[config.mk]
export PLATFORM = sky130hd
export DESIGN_NAME = v4n_sqlane
export DESIGN_NICKNAME = d
export VERILOG_FILES = /design/src/hdl/v4n_pkg.sv /design/src/hdl/v4n_sqlane.sv
export SDC_FILE = /design/constraint.sdc
export NUM_CORES = 1
export LEC_CHECK = 0
export BUFFER_PORTS_ARGS = -buffer_cell sky130_fd_sc_hd__buf_2
export CAP_MARGIN = 20
export CORE_MARGIN = 5
export CORE_UTILIZATION = 30
export CTS_BUF_LIST = sky130_fd_sc_hd__clkbuf_4 sky130_fd_sc_hd__clkbuf_8
export CTS_CLUSTER_SIZE = 8
export DETAILED_ROUTE_END_ITERATION = 10
export SLEW_MARGIN = 20
export SYNTH_ARGS = -nofsm -noshare
export SYNTH_HDL_FRONTEND = slang
export SYNTH_SLANG_ARGS = --single-unit
[constraint.sdc]
create_clock -name clk -period 12.66 [get_ports clk]
set_clock_uncertainty 0.2 [all_clocks]
set_input_delay 0.633 -clock clk [delete_from_list [all_inputs] [get_ports clk]]
set_output_delay 0.633 -clock clk [all_outputs]
set_load 0.01 [all_outputs]
[src/hdl/v4n_pkg.sv]
// Package: widths and lane/stage types for the vector normalizer.
`default_nettype none
package v4n_pkg;
  localparam int unsigned NumLanes  = 4;
  localparam int unsigned CompW     = 16;
  localparam int unsigned MagW      = 16;
  localparam int unsigned SqW       = 32;
  localparam int unsigned SumW      = 34;
  localparam int unsigned LenW      = 17;
  localparam int unsigned UnitW     = 16;
  localparam int unsigned ThrW      = 12;
  localparam int unsigned RootSteps = 17;
  localparam int unsigned QuoBits   = 15;
  localparam int unsigned DivNumW   = MagW + QuoBits - 1;

  // per-lane element carried down the root pipe to the dividers
  typedef struct packed {
    logic            neg;
    logic [MagW-1:0] mag;
  } lane_elem_t;

  // control travelling with the item through the root pipe
  typedef struct packed {
    logic               vld;
    logic [SumW-1:0]    rem;
    logic [LenW-1:0]    root;
  } root_ctl_t;
endpackage
`default_nettype wire

[src/hdl/v4n_sqlane.sv]
// One lane: sign/magnitude split and square of a component.
`default_nettype none
module v4n_sqlane (
  input  wire                          clk,
  input  wire                          en,
  input  wire signed [v4n_pkg::CompW-1:0] comp,
  output v4n_pkg::lane_elem_t          elem_r,
  output logic [v4n_pkg::SqW-1:0]      sq_r
);
  import v4n_pkg::*;
  logic [MagW-1:0] mag;
  assign mag = comp[CompW-1] ? MagW'(-{1'b0, comp}) : MagW'(comp);
  always_ff @(posedge clk) begin
    if (en) begin
      elem_r.neg <= comp[CompW-1];
      elem_r.mag <= mag;
      sq_r       <= SqW'(mag) * SqW'(mag);
    end
  end
endmodule
`default_nettype wire

==> flow_summary.json, run 1 <==
{
  "tightest_slew_ps": 784,
  "area_delta_synth_final_pct": 11.0,
  "status": "completed",
  "row_count": 63,
  "hold_class": "in -> reg",
  "crit_fanout": 18,
  "setup_ws_ps": 3390,
  "cp.arrival_ps": 9160,
  "postCtsSetupBuffers": 0,
  "syn_inst": 910,
  "startpoint_type": "input port",
  "critPathMostFrequentCell": "inv_1",
  "vias": 6316,
  "grt_max_degree": 48,
  "path_clk_slew_ps": 110,
  "drc_errors": 0,
  "syn_area_um2": 8860,
  "portBuffers": 65,
  "nets": 1263,
  "htreeDepth": 2,
  "grt_pass1_vias": 6613,
  "avgRoutedWirePerCell_um": 14.6,
  "die-width_um": 182,
  "endpoint": "sq_r[30]$_DFFE_PP_",
  "start_util": 0.302,
  "clockBufferDepth": 2,
  "slew_headroom": 0.464,
  "place.gp.congestion": 0.883,
  "core_um2": 29400,
  "vias_per_cell": 4.59,
  "hold_viol": 0,
  "die_area_um2": 33100,
  "crit_slowest_cell": "a2111oi_0",
  "die_h_um": 182,
  "rsz0062_at_grt": "no",
  "cts_resized": 0,
  "ctsHoldBuffers": 0,
  "finalMaxSlewViolations": 0,
  "yosysTopAreaCell": "fa_1",
  "syn_area_per_cell_um2": 9.74,
  "fmax_ghz": 0.108,
  "grt_overflow": 0,
  "tns_ps": 0,
  "yosys.cell_types.count": 58,
  "place_hpwl_um": 17000,
  "final_cells": 1375,
  "diodes": 0,
  "yosysWarnings": 0,
  "first_pass_iters": 7,
  "fin_crit_sh": 0.732,
  "yosys-top-cells-area": "fa_1 (37%), edfxtp_1 (16%), ha_1 (14%), inv_1 (11%), nand2_1 (3.6%)",
  "dp_slack_ps": 3190,
  "grtUsageTotal": 0.125,
  "final-setup-viol-count": 0,
  "cts_tree": "built",
  "synthArstFlopShare": 0,
  "worstSetupPathType": "in -> reg",
  "wirelength_um": 20100,
  "required_ps": 12540,
  "seq_area_frac_synth": 0.159,
  "clock-sinks": 47,
  "synth-seq-cells": 47,
  "drt_iter0_drc": 394,
  "pin_count": 67,
  "fin_crit_ps": 9270,
  "cts_buffers": 5,
  "antenna_found_initial": 0,
  "fin_util": 0.335,
  "startpoint": "comp[0]",
  "cpPeakStageDelay_ps": 750,
  "drv_cap": 0,
  "root_buffer": "clkbuf_8",
  "dpl.cell_count": 1367,
  "yosys_most_used_dff": "edfxtp_1",
  "hold_depth": 1,
  "yosysTopAreaCellShare": 0.370,
  "synth-edff-count": 47,
  "cp-end-kind": "flop",
  "antenna_left": 0,
  "grt_pass1_wl_um": 33300,
  "layout-drive-gt1-share": 0.0985
}
==> Yosys cell counts, drive strengths merged (2+ instances only) <==
cell type,n
or4,2
xnor2,25
nor4,2
a211o,2
xor2,20
and3,2
ha,97
a21o,19
nand4,2
and4,2
nand3b,2
a31oi,5
a221oi,3
edfxtp,47
o21bai,4
conb,2
o211ai,5
o31a,2
a21oi,19
a2111oi,2
nor3,5
clkbuf,11
o31ai,3
buf,5
fa,164
and2,4
inv,251
o2111ai,2
o41ai,2
clkinv,6
a211oi,2
o21ai,16
nand2,86
nor2,61
o21a,3
nor3b,3
nand3,8
a21boi,4
==> routing by layer <==
| layer | GRT usage | vias to the layer above | routed length (um) |
|---|---|---|---|
| met4 | 0.0261 | 0 | 365 |
| li1 | - | 2929 | - |
| met1 | 0.169 | 3204 | 8610 |
| met2 | 0.212 | 157 | 10000 |
| met5 | 0 | - | 0 |
| met3 | 0.0208 | 26 | 1150 |
==> metrics by stage <==
| stage | cell area, um^2 | hold slack, ps |
|---|---|---|
| 2_1_floorplan | 8900 | 532 |
| 3_3_place_gp | 9700 | 744 |
| 3_5_place_dp | 9700 | 773 |
| 4_1_cts | 9840 | 432 |
| 5_1_grt | 9840 | 420 |
| 6_report | 9840 | 431 |
==> worst max-delay path, delay by kind of cell <==
kind / cells / cell delay [ps]
fa+ha+maj: 8 / 3840
xor+xnor: 2 / 690
compound gates: 5 / 1780
simple gates: 4 / 740
buf+inv: 10 / 1450
==> logic make-up (layout without fill, tap and decap cells) <==
logic type,Yosys count,count (layout),synth area share
compound gates,98,98,0.0758
fa+ha+maj,261,261,0.507
xor+xnor,45,45,0.0462
flops,47,47,0.159
simple gates,183,183,0.0922
other cells,2,12,0.000847
mux,1,1,0.00113
buf+inv,273,338,0.117
==> worst min path at each step <==
stage / slack, ps / endpoint / startpoint
after detailed placement: 770 / elem_r[0]$_DFFE_PP_ / comp[0]
after global routing: 420 / elem_r[0]$_DFFE_PP_ / comp[0]
final: 430 / elem_r[0]$_DFFE_PP_ / comp[0]
after floorplan: 530 / elem_r[0]$_DFFE_PP_ / comp[0]
after global placement: 740 / elem_r[0]$_DFFE_PP_ / comp[0]
after CTS: 430 / elem_r[0]$_DFFE_PP_ / comp[0]
==> final cells by class <==
class / count / area (um^2)
flip-flops and latches: 47 / 1410
repair buffers: 73 / 388
clock inverters: 2 / 60.1
inverters: 257 / 965
fillers: 3038 / 19600
multi-input cells: 600 / 6450
clock buffers: 6 / 76.3
well taps: 390 / 488
==> placed cells by master (no fill, tap or decap), types with 3 or more instances in the layout <==
cell / netlist / final
buf_2: 0 / 64
nor2_1: 61 / 61
buf_4: 4 / 9
conb_1: 2 / 12
a21oi_1: 19 / 19
and2_1: 3 / 3
nor3_1: 5 / 5
xnor2_1: 23 / 23
ha_1: 97 / 97
o21a_1: 3 / 3
fa_1: 164 / 164
inv_1: 248 / 248
a31oi_1: 5 / 5
xor2_1: 20 / 20
nand3_1: 8 / 8
o21ai_0: 16 / 16
clkinv_1: 6 / 6
nand2_1: 84 / 84
clkbuf_8: 0 / 5
a21boi_0: 4 / 4
inv_2: 3 / 3
a21o_1: 19 / 19
nor3b_1: 3 / 3
o211ai_1: 5 / 5
o21bai_1: 4 / 4
o31ai_1: 3 / 3
edfxtp_1: 47 / 47
==> registers in the layout (all words and copies together), names as in the netlist <==
signal / cells
sq_r: 30
elem_r: 17
Power of run 1 is left out: the tool's default activity adds up to more than one toggle a clock period on the data nets, which glitch-free logic cannot reach.
==> run 2, diff against run 1 <==
clock period = 8.3 ns   (was 12.66 ns; I/O delays follow)
==> run 2 against run 1 <==
Cell count increased by 1.6%. Sequential share of layout area decreased by 0.24 points. Sequential cell count stayed put. Core utilization rose by 0.56 points. Critical path depth grew 1. Count of clock-buffer cells in the layout is 1 lower. Critical path type unchanged. Highest routed layer unchanged.
==> flow_summary.json, run 2 (synthesis gave the netlist of run 1 again) <==
{
  "startpoint_type": "input port",
  "cp.arrival_ps": 7700,
  "min_to": "elem_r[0]$_DFFE_PP_",
  "min_from": "comp[0]",
  "die_area_um2": 33100,
  "hold_class": "in -> reg",
  "place_hpwl_um": 17600,
  "cts_buffers": 5,
  "vias": 6435,
  "wirelength_um": 20700,
  "path_buf_inv": 11,
  "fmax_ghz": 0.128,
  "postCtsSetupBuffers": 0,
  "finalMaxSlewViolations": 0,
  "fin_crit_ps": 7840,
  "hold_viol": 0,
  "drc_errors": 0,
  "area_delta_synth_final_pct": 12.8,
  "vias_per_cell": 4.61,
  "largest_reg_flops": 30,
  "die-width_um": 182,
  "pin_count": 67,
  "crit_slowest_cell": "fa_1",
  "cpPeakStageDelay_ps": 520,
  "slew_headroom": 0.580,
  "core_um2": 29400,
  "crit_fanout": 4,
  "startpoint": "comp[4]",
  "diodes": 0,
  "die_h_um": 182,
  "top_regs": "sq_r (30), elem_r (17)",
  "cp-end-kind": "flop",
  "hold_depth": 1,
  "grt_overflow": 0,
  "path_clk_slew_ps": 100,
  "avgRoutedWirePerCell_um": 14.8,
  "rsz0062_at_grt": "no",
  "place.gp.congestion": 0.910,
  "grt_max_degree": 48,
  "final-setup-viol-count": 0,
  "cp_top_family": "adder cells",
  "first_pass_iters": 5,
  "grt_pass1_vias": 6563,
  "ctsHoldBuffers": 0,
  "drv_cap": 0,
  "grt_pass1_wl_um": 34000,
  "drt_iter0_drc": 461,
  "final_common_cell": "inv_1",
  "fin_crit_sh": 0.944,
  "tightest_slew_ps": 629,
  "grtUsageTotal": 0.128,
  "clock-sinks": 47,
  "final_cell_mix": "inv_1 (248), fa_1 (164), ha_1 (97)",
  "start_util": 0.302,
  "required_ps": 8170,
  "top_register": "sq_r",
  "tns_ps": 0,
  "layout-drive-gt1-share": 0.121,
  "antenna_left": 0,
  "htreeDepth": 2,
  "cts_tree": "built",
  "root_buffer": "clkbuf_8",
  "critPathMostFrequentCell": "inv_1",
  "clockBufferDepth": 2,
  "antenna_found_initial": 0,
  "portBuffers": 65,
  "worstSetupPathType": "in -> reg",
  "nets": 1285,
  "row_count": 63,
  "status": "completed"
}
## run 2: layout make-up
cell class                 count  area [um^2]
clock inverter                 3         38.8
timing repair buffer          95          553
inverter                     257          965
fill                        3014        19400
multi-input combinational    600         6480
tap                          390          488
clock buffer                   5         68.8
sequential                    47         1410
## run 2: worst max-delay path by stage
stage / end / cells after the start / slack [ps]
2_1_floorplan: sq_r[30]$_DFFE_PP_ / 31 / 400
3_3_place_gp: sq_r[30]$_DFFE_PP_ / 29 / 70
3_5_place_dp: sq_r[30]$_DFFE_PP_ / 27 / 70
4_1_cts: sq_r[30]$_DFFE_PP_ / 27 / 390
5_1_grt: sq_r[30]$_DFFE_PP_ / 29 / 70
6_report: sq_r[30]$_DFFE_PP_ / 30 / 460
## run 2: metrics by stage
stage	area, um^2	hold WS (ps)	setup slack, ps	cells	utilization
finish	10000	233	463	1397	0.340
global route	10000	209	65.6	1397	0.340
CTS	9970	206	386	1397	0.339
detailed placement	9860	544	69.3	1389	0.336
global placement	9860	533	72.8	1389	0.336
floorplan	8900	314	401	920	-
## run 2: repair_timing
action / in CTS / in global routing
endpoints found under the hold margin: 0 / 0
resized for setup: 0 / 5
setup endpoints to repair: 0 / 3
## run 2: layer usage
metal  track usage  part of all wire  vias up
li1              -                 -     2972
met1         0.172              0.42     3254
met2         0.221              0.50      186
met3        0.0250             0.064       23
met4        0.0135            0.0094        0
met5             0                 0        -
Power of run 2 is left out for the same reason.
==> run 3, diff against run 2 <==
--- a/config.mk
+++ b/config.mk
@@ -10,3 +10,3 @@
 export CORE_MARGIN = 5
-export CORE_UTILIZATION = 30
+export CORE_UTILIZATION = 45
 export CTS_BUF_LIST = sky130_fd_sc_hd__clkbuf_4 sky130_fd_sc_hd__clkbuf_8
==> constraint.sdc (replaced) <==
create_clock -name clk -period 8.3 [get_ports clk]
set_clock_uncertainty 0.2 [all_clocks]
set_input_delay 0.83 -clock clk [delete_from_list [all_inputs] [get_ports clk]]
set_output_delay 0.83 -clock clk [all_outputs]
set_load 0.01 [all_outputs]
==> run 3 against run 2 <==
Via count down 1.1%. Final area rose by 1.9%. Global-route usage increased by 7.2 points. First-iteration DRC count shrank 31%. Sequential share of layout area decreased by 0.26 points. Critical path depth did not move. Cell count decreased by 5.7%. Count of clock-buffer cells in the layout unchanged. Die area down 32%. Critical path type unchanged. Critical endpoint is now sq_r[28]$_DFFE_PP_. Highest routed layer unchanged.
==> flow_summary.json, run 3 (synthesis gave the netlist of run 1 again) <==
{
  "vias_per_cell": 4.83,
  "cp-end-kind": "flop",
  "htreeDepth": 2,
  "hold_depth": 1,
  "drv_cap": 0,
  "cp_top_family": "adder cells",
  "die-width_um": 150,
  "use_met1": 0.260,
  "min_from": "comp[0]",
  "crit_fanout": 5,
  "dpl.cell_count": 1308,
  "pin_count": 67,
  "ff_latch_area_um2": 1410,
  "cp.arrival_ps": 7890,
  "status": "completed",
  "top_regs": "sq_r (30), elem_r (17)",
  "fin_util": 0.525,
  "tightest_slew_ps": 629,
  "hold_class": "in -> reg",
  "dpl_cell_area_um2": 10100,
  "hold_viol": 0,
  "startpoint_type": "input port",
  "row_count": 51,
  "antenna_left": 0,
  "path_clk_slew_ps": 100,
  "area_delta_synth_final_pct": 15.0,
  "antenna_found_initial": 0,
  "met2_usage": 0.364,
  "drt_iter0_drc": 319,
  "cts_buffers": 5,
  "portBuffers": 65,
  "start_util": 0.457,
  "avgRoutedWirePerCell_um": 16.1,
  "die_area_um2": 22600,
  "met3_usage": 0.0241,
  "root_buffer": "clkbuf_8",
  "path_buf_inv": 11,
  "busiest_layer": "met2",
  "crit_slowest_cell": "fa_1",
  "largest_reg_flops": 30,
  "critPathMostFrequentCell": "inv_1",
  "wirelength_um": 21200,
  "finalInstanceArea_um2": 10200,
  "layout-drive-gt1-share": 0.160,
  "clockBufferDepth": 2,
  "place.gp.congestion": 0.914,
  "final-setup-viol-count": 0,
  "ctsHoldBuffers": 0,
  "first_pass_iters": 5,
  "place_hpwl_um": 18400,
  "multi_input_area_um2": 6480,
  "vias": 6362,
  "top_register": "sq_r",
  "core_um2": 19400,
  "die_h_um": 150,
  "final_common_cell": "inv_1",
  "required_ps": 8180,
  "slew_headroom": 0.580,
  "cts_tree": "built",
  "grt_pass1_wl_um": 34900,
  "cpPeakStageDelay_ps": 530,
  "clock-sinks": 47,
  "fin_crit_ps": 8010,
  "finalMaxSlewViolations": 0,
  "nets": 1331,
  "worstSetupPathType": "in -> reg",
  "fmax_ghz": 0.125,
  "final_cell_mix": "inv_1 (248), fa_1 (164), ha_1 (97)",
  "diodes": 0,
  "fin_crit_sh": 0.965,
  "final_cells": 1318,
  "grt_max_degree": 48,
  "drc_errors": 0,
  "grt_overflow": 0,
  "num-fill-cells": 1906,
  "grtUsageTotal": 0.200,
  "grt_pass1_vias": 6756,
  "min_to": "elem_r[0]$_DFFE_PP_"
}
-- run 3: cell type report --
type	count	share of cell area
flip-flops and latches	47	0.138
inverters	257	0.0947
clock buffers	5	0.00675
repair buffers	141	0.0894
well taps	265	0.0325
clock inverters	3	0.00270
multi-input cells	600	0.635
-- run 3: per-layer routing --
layer	up-vias	routed length, um
li1	3069	-
met1	3149	8870
met4	0	239
met2	131	11100
met5	-	0
met3	13	996
-- run 3: through the flow --
step                hold slack [ps]  TNS [ps]  worst slack [ps]
finish                          602         0               289
global route                    592     -16.7             -16.7
CTS                             574         0               160
detailed placement              924      -379              -183
global placement                920      -411              -179
floorplan                       729         0               117
-- run 3: worst max-delay path by stage --
stage                 start                 end  slack, ps  cells after the start
finish              comp[4]  sq_r[28]$_DFFE_PP_        290                     30
global route        comp[4]  sq_r[28]$_DFFE_PP_        -20                     30
CTS                 comp[4]  sq_r[30]$_DFFE_PP_        160                     30
detailed placement  comp[4]  sq_r[30]$_DFFE_PP_       -180                     30
global placement    comp[4]  sq_r[28]$_DFFE_PP_       -180                     30
floorplan           comp[0]  sq_r[30]$_DFFE_PP_        120                     31
-- run 3: what timing repair did --
action                     in CTS  in global routing
setup buffers                   0                  2
setup endpoints to repair       0                  4
resized for setup               0                  5
Power of run 3 is left out for the same reason.
